<file path="src/sv/pmt_mod_unit.sv">
module pmt_mod_unit #(
  parameter int KEY_W = 48,
  parameter int MW    = 13
) (
  input  logic             clk,
  input  logic             rst,
  input  logic             start,
  input  logic [KEY_W-1:0] key,
  input  logic [MW-1:0]    modulus,
  output logic             done,
  output logic [MW-1:0]    rem
);

  localparam int CNT_W = $clog2(KEY_W + 1);

  logic             running;
  logic [CNT_W-1:0] cnt;
  logic [KEY_W-1:0] shreg;
  logic [MW-1:0]    m_q;
  logic [MW:0]      trial;
  logic [MW:0]      diff;
  logic [MW-1:0]    rem_next;

  // Restoring remainder: one key bit per cycle, MSB first
  always_comb begin
    trial = {rem, shreg[KEY_W-1]};
    diff  = trial - {1'b0, m_q};
    if (trial >= {1'b0, m_q}) begin
      rem_next = diff[MW-1:0];
    end else begin
      rem_next = trial[MW-1:0];
    end
  end

  always_ff @(posedge clk) begin
    if (rst) begin
      running <= 1'b0;
      done    <= 1'b0;
      cnt     <= '0;
    end else begin
      done <= 1'b0;
      if (start) begin
        running <= 1'b1;
        cnt     <= CNT_W'(KEY_W);
      end else if (running) begin
        cnt <= cnt - CNT_W'(1);
        if (cnt == CNT_W'(1)) begin
          running <= 1'b0;
          done    <= 1'b1;
        end
      end
    end
  end

  always_ff @(posedge clk) begin
    if (start) begin
      shreg <= key;
      rem   <= '0;
      m_q   <= modulus;
    end else if (running) begin
      shreg <= shreg << 1;
      rem   <= rem_next;
    end
  end

endmodule

</file>
<file path="config.mk">
export PLATFORM = sky130hd
export DESIGN_NAME = pmt_mod_unit
export DESIGN_NICKNAME = d
export VERILOG_FILES = /design/src/sv/pmt_mod_unit.sv
export SDC_FILE = /design/constraint.sdc
export NUM_CORES = 1
export LEC_CHECK = 0
export BUFFER_PORTS_ARGS = -buffer_cell sky130_fd_sc_hd__buf_2
export CAP_MARGIN = 0
export CORE_UTILIZATION = 60
export CTS_CLUSTER_SIZE = 20
export DETAILED_ROUTE_END_ITERATION = 7
export PLACE_DENSITY = 0.85
export SKIP_LAST_GASP = 1
export SLEW_MARGIN = 10
export SYNTH_ARGS = -nofsm -noshare
export SYNTH_HDL_FRONTEND = slang
export SYNTH_SLANG_ARGS = --single-unit
</file>
<file path="constraint.sdc">
create_clock -name clk -period 8 [get_ports clk]
set_clock_uncertainty 0.2 [all_clocks]
set_input_delay 1.6 -clock clk [delete_from_list [all_inputs] [get_ports clk]]
set_output_delay 1.6 -clock clk [all_outputs]
set_load 0.01 [all_outputs]
</file>
== After elaboration in Yosys (flattened, before gate mapping) ==
Index checks and enable logic that the tools add are counted.
Operators by class
  add/sub/neg operators: 2
  magnitude comparators: 1
  eq/ne operators: 1
  mux-type cells: 9
  bitwise logic cells: 1
  reduce and logical (&&, ||, !) cells: 3
Operator list (number)
  $mux 48: 2
  $ge 14x13->1: 1
  $mux 13: 1
  $sub 13x13->13: 1
  $mux 6: 2
  $eq 6x1->1 const B: 1
  $sub 6x1->6 const B: 1
  $mux 1: 4
  $reduce_or 3->1: 1
  $reduce_bool 2->1: 1
  $reduce_or 2->1: 1
  $not 1->1: 1
Word-level totals
  bits in registers: 82
  input bits: 64
  output and inout port bits: 14
  logic and storage cells: 24

== Longest topological paths before layout ==
Gate-level depths: netlist (run 1).
  depth in word-level cells: 4
  depth in mapped cells: 10
  depth with buffers taken out: 9

== Worst setup path after synthesis (run 1) ==
OpenSTA, ideal clock, no wires.
  path kind: input to register
  from: in start
  to: reg shreg[0], enable pin
  library setup time: 406 ps
  arrival time: 2945 ps
  required time: 7394 ps
  setup slack: 4449 ps
  stages: 3
  path buffers: 1
  cell sequence: clkbuf_1 inv_1 nand2_1
On the way
  cells in the longest elaborated chain, start to end: 1
RTL lines
  from (decl): RTL line 7  | input logic start,
  $reduce_bool 2->1 (no line)
  to (signal assigned): RTL line 57  | shreg <= key;
  to (signal assigned): RTL line 61  | shreg <= shreg << 1;
  to (decl): RTL line 18  | logic [KEY_W-1:0] shreg;
Every way passes these cells.
A chain may end at the register's enable or synchronous reset.

== Worst setup path after layout (run 1) ==
  from: in start
  to: reg shreg[5], enable pin
Same word-level chain as after synthesis.

==> results.md, run 1 <==
* Period utilization at 47.12%
* Slew Limit Fails at 0
* Pre-CTS WS at 3.801 ns
* Worst hold slack at 0.3196 ns
* Critical path arrival at 3.55 ns
* GRT overflow at 0
* Mapped Cells at 331
* Post-cts sizing count at 0
* GRT Total Usage at 24.17%
* Top cell type's share of synthesized area at 44.35%
* Met1 usage at 31.90%
* CTS tree: done
* Critical Path RT at 7.78 ns
* Clock power share at 27.4%
* GR peak layer: met2
* Die area at 7219 um2
* Fraction of registers with async set or reset after synthesis at 0%
* Skew-Pair Late Insertion Delay at 0.36 ns
* Power share of the sequential group at 52.2%
* Final wirelength at 8.110 mm
* Clk slew on worst S/H paths at 0.08 ns
* Most frequent cell after synthesis: edfxtp_1
* Routed Antenna Nets at 0
* Sw frac at 29.04%
* Setup crit start kind: input port
* Cell area after layout at 4721 um2
* Vias at 2,846
* Ys flop type: edfxtp_1
* Routed length per instance at 16.79 um
* Total CTS buffers at 9
* Critical path type: in2reg
* TNS Setup at 0 ns
* Synth-to-Final Area Change at 14.30%
* Pleak at 1.959 nW
* Synthesized area at 4130 um2
* Nets at 481
* Mean Syn Cell Area at 12.48 um2
* Syn nets at 411
* CTS Buffer Depth at 2
* RSZ-0062 raised after global routing: no
* Post-layout min period at 3.769 ns
* Ratio of cells with drive above 1 in the final layout at 37.19%
* Post-CTS setup buffer count at 0
* Placed wire-length estimate at 5.312 mm
* PD cells at 213.2 nW/um2
* Met2 Use GR at 37.54%
* Initial antenna violation count at 0
* Final std cells w/o fill at 483
* Top post-synthesis cells by area: edfxtp_1, mux2_2, dfxtp_1, ha_1, inv_1
* Power after layout at 1.006 mW
* # setup viols final at 0
* Synth warn at 0
* Hold Path Class: reg2reg
* Clock Sinks at 82
* Peak VDD IR at 0.0001404 V
* Hold-fix buffers, CTS at 0
* DIE HEIGHT at 84.97 um
* Antenna diodes at 0
* Synth Register Bits at 82
* Post-synthesis cell type count at 52
* Post-synth top cells: edfxtp_1, mux2_2, dfxtp_1, inv_1, nor2_1
* Routability cong. at 0.8576
* Setup ws final at 4.231 ns
* Initial Util at 63.59%
* First-pass DRT Iterations at 6
* Slew @ Worst Pin at 1.086 ns
* Switching power at 0.2922 mW
* First-pass GRT wire length at 13.30 mm
* Placeable Area at 6495 um2
* Crit-path max FO at 83
* H-tree level count at 3
* Post-synth EDFFs at 61
* Gate power share at 20.4%
* Post-layout util at 72.68%
* Number of vias per cell at 5.892
* Root buffer cell: clkbuf_8
* Post-Place Cells at 467
* Largest net degree at the start of global routing at 84
* Cell taking the most area after synthesis: edfxtp_1
* M3 GR Usage at 7.782%
* Internal at 0.7142 mW
* Final hold viol count at 0
* Port buffer count at 77
* Die width at 84.97 um
* Io pins at 78
* CP Capture Type: register
* Rel. slew slack at 27.32%
* Row count at 29
* Vias in the first global route at 2,813
* Failing checks: design-rule violations
* Number of max-cap violations at 0
* Area post-placement at 4543 um2
* Drt initial violations at 248
* Drt drc at 2
* Seq/Total Area, Yosys at 54.53%
* Status: finished with violations
* F_max at 0.2653 GHz
worst max-delay path, stage by stage:
cell     delay [ns]
buf_4          0.71
inv_1          0.32
nand2_2        0.88
cells in the final DEF, fill, tap and decap left out, drive strengths merged, types with 3 or more instances in the layout:
cell     instances
a2111oi          3
a211oi           4
a21o             4
a21oi            9
a311o            3
a311oi           9
a31oi            3
and3             3
buf             78
clkbuf           9
clkinv           4
dfxtp           21
edfxtp          61
ha              15
inv             23
mux2            47
mux2i            3
nand2           12
nand3           12
nor2            19
nor3             8
nor4             7
o21ai            9
xnor2            9
xor2             4
cells by family (layout without fill, tap and decap cells):
family | count (synthesis) | in the layout | share of synthesized area (%)
adder cells (fa/ha/maj) | 16 | 16 | 5.029
AND/OR/NAND/NOR | 70 | 70 | 8.422
multiplexers | 50 | 50 | 13.54
XOR/XNOR | 13 | 13 | 2.757
flip-flops | 82 | 82 | 54.53
AO/OA/AOI/OAI | 60 | 60 | 11.72
buffers and inverters | 40 | 115 | 3.999
sequential cells by signal, summed over array words and instances, names as in the netlist:
name,count
cnt,6
m_q,13
rem,13
done,1
shreg,48
running,1
layer usage:
| layer | up-vias | part of all wire, % | routed length [um] |
|---|---|---|---|
| met1 | 1338 | 44 | 3530 |
| met5 | - | 0 | 0 |
| met2 | 94 | 47 | 3844 |
| met4 | 0 | 2.6 | 214 |
| met3 | 16 | 6.4 | 521 |
| li1 | 1398 | - | - |
final timing paths:
kind              depth (start not counted)  slack (ns)      start       end
setup / recovery                          3        4.23      start  shreg[5]
hold / removal                            2        0.32     cnt[1]    cnt[1]
hold reg to reg                           2        0.32     cnt[1]    cnt[1]
setup reg to reg                          9        4.71  shreg[47]    rem[1]
power by group through the flow:
stage | clock [mW] | sequential (mW) | combinational (mW)
after floorplan | 0 | 0.531 | 0.148
after global placement | 0 | 0.532 | 0.196
after global routing | 0.297 | 0.530 | 0.226
after CTS | 0.279 | 0.525 | 0.204
after detailed placement | 0 | 0.534 | 0.203
final | 0.276 | 0.525 | 0.206
cell type report:
class | instances | area (um2)
clock buffer | 9 | 123.9
clock inverter | 7 | 53.80
fill | 460 | 1774
inverter | 21 | 78.83
multi-input combinational | 209 | 1720
sequential | 82 | 2252
tap | 77 | 96.34
timing repair buffer | 78 | 395.4
Note: power is estimated with default switching activity, not from simulation.
==> inputs of run 2 (changes only) <==
--- a/config.mk
+++ b/config.mk
@@ -5,12 +5,13 @@
 export SDC_FILE = /design/constraint.sdc
 export NUM_CORES = 1
 export LEC_CHECK = 0
+export ABC_AREA = 1
 export BUFFER_PORTS_ARGS = -buffer_cell sky130_fd_sc_hd__buf_2
 export CAP_MARGIN = 0
-export CORE_UTILIZATION = 60
+export CORE_UTILIZATION = 56
 export CTS_CLUSTER_SIZE = 20
 export DETAILED_ROUTE_END_ITERATION = 7
-export PLACE_DENSITY = 0.85
+export PLACE_DENSITY = 0.8
 export SKIP_LAST_GASP = 1
 export SLEW_MARGIN = 10
 export SYNTH_ARGS = -nofsm -noshare
==> constraint.sdc (replaced) <==
create_clock -name clk -period 3.85 [get_ports clk]
set_clock_uncertainty 0.2 [all_clocks]
set_input_delay 0.77 -clock clk [delete_from_list [all_inputs] [get_ports clk]]
set_output_delay 0.77 -clock clk [all_outputs]
set_load 0.01 [all_outputs]
==> results.md, run 2 <==
* Final wirelength at 8.851 mm (was 8.110 mm)
* Final hold viol count at 0 (unchanged)
* Largest net degree at the start of global routing at 65 (was 84)
* Root buffer cell: clkbuf_8 (unchanged)
* Clock power share at 31.1% (was 27.4%)
* Worst hold slack at 0.2937 ns (was 0.3196 ns)
* Setup crit start kind: input port (unchanged)
* Switching power at 0.4981 mW (was 0.2922 mW)
* Pre-CTS WS at 0.7234 ns (was 3.801 ns)
* F_max at 0.3627 GHz
* Clk slew on worst S/H paths at 0.09 ns (was 0.08 ns)
* Die area at 8057 um2 (was 7219 um2)
* Largest regs: shreg x48, m_q x13, rem x13 (unchanged)
* Top post-synthesis cells by area: edfxtp_1, nand2_1, dfxtp_1, inv_1, ha_1 (was edfxtp_1, mux2_2, dfxtp_1, ha_1, inv_1)
* Critical-path top delay cell: nor2_1 (was nand2_2)
* Seq/Total Area, Yosys at 52.22% (was 54.53%)
* Routability cong. at 0.9337 (was 0.8576)
* Filler cells at 630 (was 460)
* Multi-input gate area at 1708 um2 (was 1720 um2)
* Drt drc at 0 (was 2)
* DIE HEIGHT at 89.76 um (was 84.97 um)
* Synth-to-Final Area Change at 14.24% (was 14.30%)
* Ratio of cells with drive above 1 in the final layout at 19.47% (was 37.19%)
* Syn nets at 609 (was 411)
* Nets at 681 (was 481)
* PD cells at 376.3 nW/um2 (was 213.2 nW/um2)
* Synth Register Bits at 82 (unchanged)
* GRT Total Usage at 23.60% (was 24.17%)
* Commonest non-fill, non-tap cell in the layout: nand2_1 (was buf_2)
* Delay of the slowest cell on the worst path at 0.86 ns (was 0.88 ns)
* Clock Sinks at 82 (unchanged)
* Slew Limit Fails at 0 (unchanged)
* Peak VDD IR at 0.0002368 V (was 0.0001404 V)
* Pleak at 2.551 nW (was 1.959 nW)
* Placeable Area at 7331 um2 (was 6495 um2)
* Port buffer count at 77 (unchanged)
* Internal at 1.356 mW (was 0.7142 mW)
* Fraction of registers with async set or reset after synthesis at 0% (unchanged)
* Mean Syn Cell Area at 8.153 um2 (was 12.48 um2)
* Hold Path Class: reg2reg (unchanged)
* First-pass GRT wire length at 15.09 mm (was 13.30 mm)
* Routed length per instance at 12.55 um (was 16.79 um)
* Vias at 3,566 (was 2,846)
* Placed wire-length estimate at 6.111 mm (was 5.312 mm)
* Register Area at 2252 um2 (unchanged)
* GRT overflow at 0 (unchanged)
* Hold-fix buffers, CTS at 0 (unchanged)
* CTS Buffer Depth at 2 (unchanged)
* Row count at 31 (was 29)
* CTS tree: done (unchanged)
* Skew-Pair Late Insertion Delay at 0.36 ns (about the same)
* Number of max-cap violations at 0 (unchanged)
* Cell taking the most area after synthesis: edfxtp_1 (unchanged)
* Post-synth EDFFs at 61 (unchanged)
* Ys flop type: edfxtp_1 (unchanged)
* Critical path type: in2reg (unchanged)
* Critical Path, Cell by Cell: buf_2, nor2_1, inv_2 (was buf_4, inv_1, nand2_2)
* Most frequent cell after synthesis: nand2_1 (was edfxtp_1)
* Io pins at 78 (unchanged)
* WP buf/inv at 2 (unchanged)
* Rel. slew slack at 22.06% (was 27.32%)
* Top cell type's share of synthesized area at 42.47% (was 44.35%)
* H-tree level count at 3 (unchanged)
* Crit-path max FO at 48 (was 83)
* Post-CTS setup buffer count at 0 (unchanged)
* Number of vias per cell at 5.058 (was 5.892)
* Antenna diodes at 0 (unchanged)
* Post-layout min period at 2.757 ns
* Family with the most delay on the worst path: simple AND/OR/NAND/NOR gates (was buffers and inverters)
* Mapped Cells at 529 (was 331)
* Max reg flops at 48 (unchanged)
* Sw frac at 26.86% (was 29.04%)
* Synth warn at 0 (unchanged)
* Gate power share at 11.8% (was 20.4%)
* Post-synthesis cell type count at 30 (was 52)
* Initial Util at 58.83% (was 63.59%)
* CP Capture Type: register (unchanged)
* Post-cts sizing count at 0 (unchanged)
* Routed Antenna Nets at 0 (unchanged)
* Slew @ Worst Pin at 1.165 ns (was 1.086 ns)
* Total CTS buffers at 9 (unchanged)
* Post-synth top cells: nand2_1, inv_1, edfxtp_1, nand3_1, dfxtp_1 (was edfxtp_1, mux2_2, dfxtp_1, inv_1, nor2_1)
* Critical path arrival at 2.48 ns (was 3.55 ns)
* Setup ws final at 1.093 ns (was 4.231 ns)
* Power share of the sequential group at 57.1% (was 52.2%)
* # setup viols final at 0 (unchanged)
* Die width at 89.76 um (was 84.97 um)
* Critical Path RT at 3.57 ns (was 7.78 ns)
* Vias in the first global route at 3,353 (was 2,813)
* Largest register by flop count: shreg (unchanged)
* Initial antenna violation count at 0 (unchanged)
* Period utilization at 71.62%
* Drt initial violations at 194 (was 248)
* Status: complete, no violations (was finished with violations)
* Synthesized area at 4313 um2 (was 4130 um2)
* RSZ-0062 raised after global routing: no (unchanged)
* First-pass DRT Iterations at 4 (was 6)
* Most frequent cells in the layout: nand2_1, buf_2, inv_1 (was buf_2, edfxtp_1, mux2_2)
* TNS Setup at 0 ns (unchanged)
run 2: cell types whose count changed in the layout (fill, tap and decap cells not counted), moves of 10 or more:
| cell | before | now |
|---|---|---|
| inv_1 | 21 | 63 |
| nand4_1 | 1 | 17 |
| inv_2 | 0 | 10 |
| mux2_2 | 47 | 0 |
| nand2_1 | 11 | 248 |
| nand3_1 | 12 | 25 |
run 2: area by class of cell:
class | instances | share of cell area (%)
well taps | 99 | 2.514
flip-flops and latches | 82 | 45.71
clock inverters | 6 | 0.9903
repair buffers | 78 | 7.974
multi-input cells | 357 | 34.66
clock buffers | 10 | 2.590
inverters | 73 | 5.561
run 2: per-stage QoR:
step / power [mW] / instance area [um2] / std cells / util, %
2_1_floorplan: 1.219 / 4313 / 529 / -
5_1_grt: 1.940 / 4927 / 705 / 67.21
3_5_place_dp: 1.297 / 4751 / 689 / 64.81
6_report: 1.854 / 4927 / 705 / 67.21
4_1_cts: 1.864 / 4927 / 705 / 67.21
3_3_place_gp: 1.286 / 4751 / 689 / 64.81
run 2: power by group through the flow:
stage	Combinational [mW]	Clock, mW	Sequential, mW
floorplan	0.147	0	1.07
global placement	0.210	0	1.08
detailed placement	0.219	0	1.08
CTS	0.220	0.585	1.06
global route	0.251	0.621	1.07
finish	0.219	0.576	1.06
run 2: worst paths after layout:
kind / startpoint / endpoint / slack (ns) / depth (start not counted)
setup / recovery: start / shreg[37] / 1.09 / 3
hold / removal: rem[8] / rem[8] / 0.29 / 2
setup reg to reg: running / shreg[37] / 1.16 / 2
hold reg to reg: rem[8] / rem[8] / 0.29 / 2
run 2: worst reg2reg max path, cell delays in order (launching register included):
cell,delay (ns)
dfxtp_1,0.40
nor2_1,0.92
inv_2,0.72
run 2: layer usage:
layer / vias to the layer above / GRT usage, % / share of wire (%) / wire length (um)
li1: 1814 / - / - / -
met1: 1614 / 30.70 / 45 / 3982
met2: 119 / 38.59 / 47 / 4163
met3: 19 / 3.638 / 5.3 / 468
met5: - / 0 / 0 / 0
met4: 0 / 11.61 / 2.7 / 236
run 2: kinds of logic after synthesis:
logic type | Yosys count | synth area share, %
compound gates | 10 | 1.566
fa+ha+maj | 16 | 4.816
buf+inv | 90 | 8.181
xor+xnor | 8 | 1.625
flops | 82 | 52.22
simple gates | 323 | 31.59
==> inputs of run 3 (changes only) <==
--- a/config.mk
+++ b/config.mk
@@ -8,10 +8,10 @@
 export ABC_AREA = 1
 export BUFFER_PORTS_ARGS = -buffer_cell sky130_fd_sc_hd__buf_2
 export CAP_MARGIN = 0
-export CORE_UTILIZATION = 56
+export CORE_UTILIZATION = 51
 export CTS_CLUSTER_SIZE = 20
 export DETAILED_ROUTE_END_ITERATION = 7
-export PLACE_DENSITY = 0.8
+export PLACE_DENSITY = 0.77
 export SKIP_LAST_GASP = 1
 export SLEW_MARGIN = 10
 export SYNTH_ARGS = -nofsm -noshare
==> constraint.sdc (replaced) <==
create_clock -name clk -period 2.5 [get_ports clk]
set_clock_uncertainty 0.2 [all_clocks]
set_input_delay 0.5 -clock clk [delete_from_list [all_inputs] [get_ports clk]]
set_output_delay 0.5 -clock clk [all_outputs]
set_load 0.01 [all_outputs]
==> results.md, run 3 (synthesis gave the netlist of run 2 again) <==
* Status: complete, no violations (unchanged)
* PD cells at 588.8 nW/um2 (was 376.3 nW/um2)
* Setup crit start kind: register (was input port)
* Routed length per instance at 12.32 um (was 12.55 um)
* RSZ-0062 raised after global routing: no (unchanged)
* Max reg flops at 48 (unchanged)
* Ratio of cells with drive above 1 in the final layout at 19.97% (was 19.47%)
* Die width at 93.96 um (was 89.76 um)
* Placed wire-length estimate at 6.291 mm (was 6.111 mm)
* R2r startpoint: rem[8] (was running)
* Metal1 wirelength at 3.781 mm (was 3.982 mm)
* TNS Setup at 0 ns (unchanged)
* Synth-to-Final Area Change at 15.84% (was 14.24%)
* Port buffer count at 77 (unchanged)
* Routed Antenna Nets at 0 (unchanged)
* Critical path arrival at 2.36 ns (was 2.48 ns)
* Post-CTS setup buffer count at 0 (unchanged)
* Number of max-cap violations at 0 (unchanged)
* Slew @ Worst Pin at 0.9985 ns (was 1.165 ns)
* WL met3 at 671 um (was 468 um)
* Initial antenna violation count at 1 (was 0)
* Initial Util at 52.49% (was 58.83%)
* Drt initial violations at 184 (was 194)
* Post-layout min period at 2.267 ns
* RR Endpoint: rem[2] (was shreg[37])
* Critical Path RT at 2.59 ns (was 3.57 ns)
* First-pass DRT Iterations at 4 (unchanged)
* CP Launch Point: rem[8] (was start)
* Post-cts sizing count at 0 (unchanged)
* Routability cong. at 0.9125 (was 0.9337)
* Hold Path Class: in2reg (was reg2reg)
* Reg2reg setup slack at 0.23 ns (was 1.16 ns)
* Highest metal used: met4 (unchanged)
* Root buffer cell: clkbuf_8 (unchanged)
* Most frequent cells in the layout: nand2_1, buf_2, inv_1 (unchanged)
* Crit-path max FO at 14 (was 48)
* Number of vias per cell at 4.915 (was 5.058)
* Hold-fix buffers, CTS at 0 (unchanged)
* Clk slew on worst S/H paths at 0.08 ns (was 0.09 ns)
* Slew Limit Fails at 0 (unchanged)
* CP Capture Type: register (unchanged)
* Period utilization at 90.66%
* CTS tree: done (unchanged)
* Largest net degree at the start of global routing at 51 (was 65)
* Power after layout at 2.942 mW (was 1.854 mW)
* Io pins at 78 (unchanged)
* Placeable Area at 8217 um2 (was 7331 um2)
* Final wirelength at 8.832 mm (was 8.851 mm)
* Peak VDD IR at 0.0003086 V (was 0.0002368 V)
* Row count at 33 (was 31)
* Vias at 3,524 (was 3,566)
* CTS Buffer Depth at 2 (unchanged)
* Nets at 686 (was 681)
* GRT overflow at 0 (unchanged)
* Area post-placement at 4800 um2 (was 4751 um2)
* F_max at 0.4412 GHz
* Post-layout util at 60.80% (was 67.21%)
* Commonest non-fill, non-tap cell in the layout: nand2_1 (unchanged)
* Clock Sinks at 82 (unchanged)
* Skew-Pair Late Insertion Delay at 0.35 ns (was 0.36 ns)
* H-tree level count at 3 (unchanged)
* Drt drc at 0 (unchanged)
* R2R depth at 10 (was 2)
* Vias in the first global route at 3,375 (was 3,353)
* Critical path type: reg2reg (was in2reg)
* Cell area after layout at 4996 um2 (was 4927 um2)
* First-pass GRT wire length at 14.68 mm (was 15.09 mm)
* Met2 wire len at 4.101 mm (was 4.163 mm)
* Pleak at 2.581 nW (was 2.551 nW)
* Critical Path End: rem[2] (was shreg[37])
* # setup viols final at 0 (unchanged)
* Largest regs: shreg x48, m_q x13, rem x13 (unchanged)
* Rel. slew slack at 33.19% (was 22.06%)
* Total CTS buffers at 9 (unchanged)
* Largest register by flop count: shreg (unchanged)
* GRT Total Usage at 21.53% (was 23.60%)
* Final hold viol count at 0 (unchanged)
* Die area at 8828 um2 (was 8057 um2)
* DIE HEIGHT at 93.96 um (was 89.76 um)
-- run 3: worst max-delay path: stages, from the launching register on --
cell,delay (ns)
dfxtp_1,0.34
ha_1,0.37
nand2_1,0.09
nand2_1,0.09
inv_2,0.05
nand2_1,0.09
a21oi_4,0.38
nand3_4,0.28
nand2_1,0.12
nand2_1,0.05
o21ai_1,0.14
-- run 3: where the power goes --
group,switching [mW],internal [mW],leakage (nW)
registers,0.0387,1.59,0.791
logic,0.209,0.130,1.70
clock network,0.504,0.468,0.0902
total,0.752,2.19,2.58
-- run 3: how the worst min path moves through the flow --
stage,end,cells after the start,from
6_report,m_q[5],1,modulus[5]
5_1_grt,m_q[0],1,modulus[0]
3_3_place_gp,rem[8],2,rem[8]
3_5_place_dp,rem[11],2,rem[11]
4_1_cts,m_q[11],1,modulus[11]
2_1_floorplan,cnt[0],2,cnt[0]
-- run 3: area by class of cell --
type / instances / area [um2]
sequential: 82 / 2252
clock inverter: 5 / 62.56
antenna: 1 / 2.502
timing repair buffer: 83 / 430.4
multi-input combinational: 357 / 1708
fill: 725 / 3221
inverter: 73 / 277.8
tap: 105 / 131.4
clock buffer: 11 / 131.4
-- run 3: stage by stage --
step,setup WS (ns),hold WS [ns],std cells
after floorplan,0.05882,0.2566,529
after global routing,0.00002598,0.1111,716
after global placement,0.3096,0.2719,700
after detailed placement,0.2592,0.2758,700
after CTS,0.2305,0.1122,716
final,0.2334,0.1195,717
-- run 3: routing by layer --
layer  up-vias  GRT usage, %
met2       142         35.16
met1      1538         27.18
met5         -             0
met3        24         4.369
li1       1820             -
met4         0         10.51
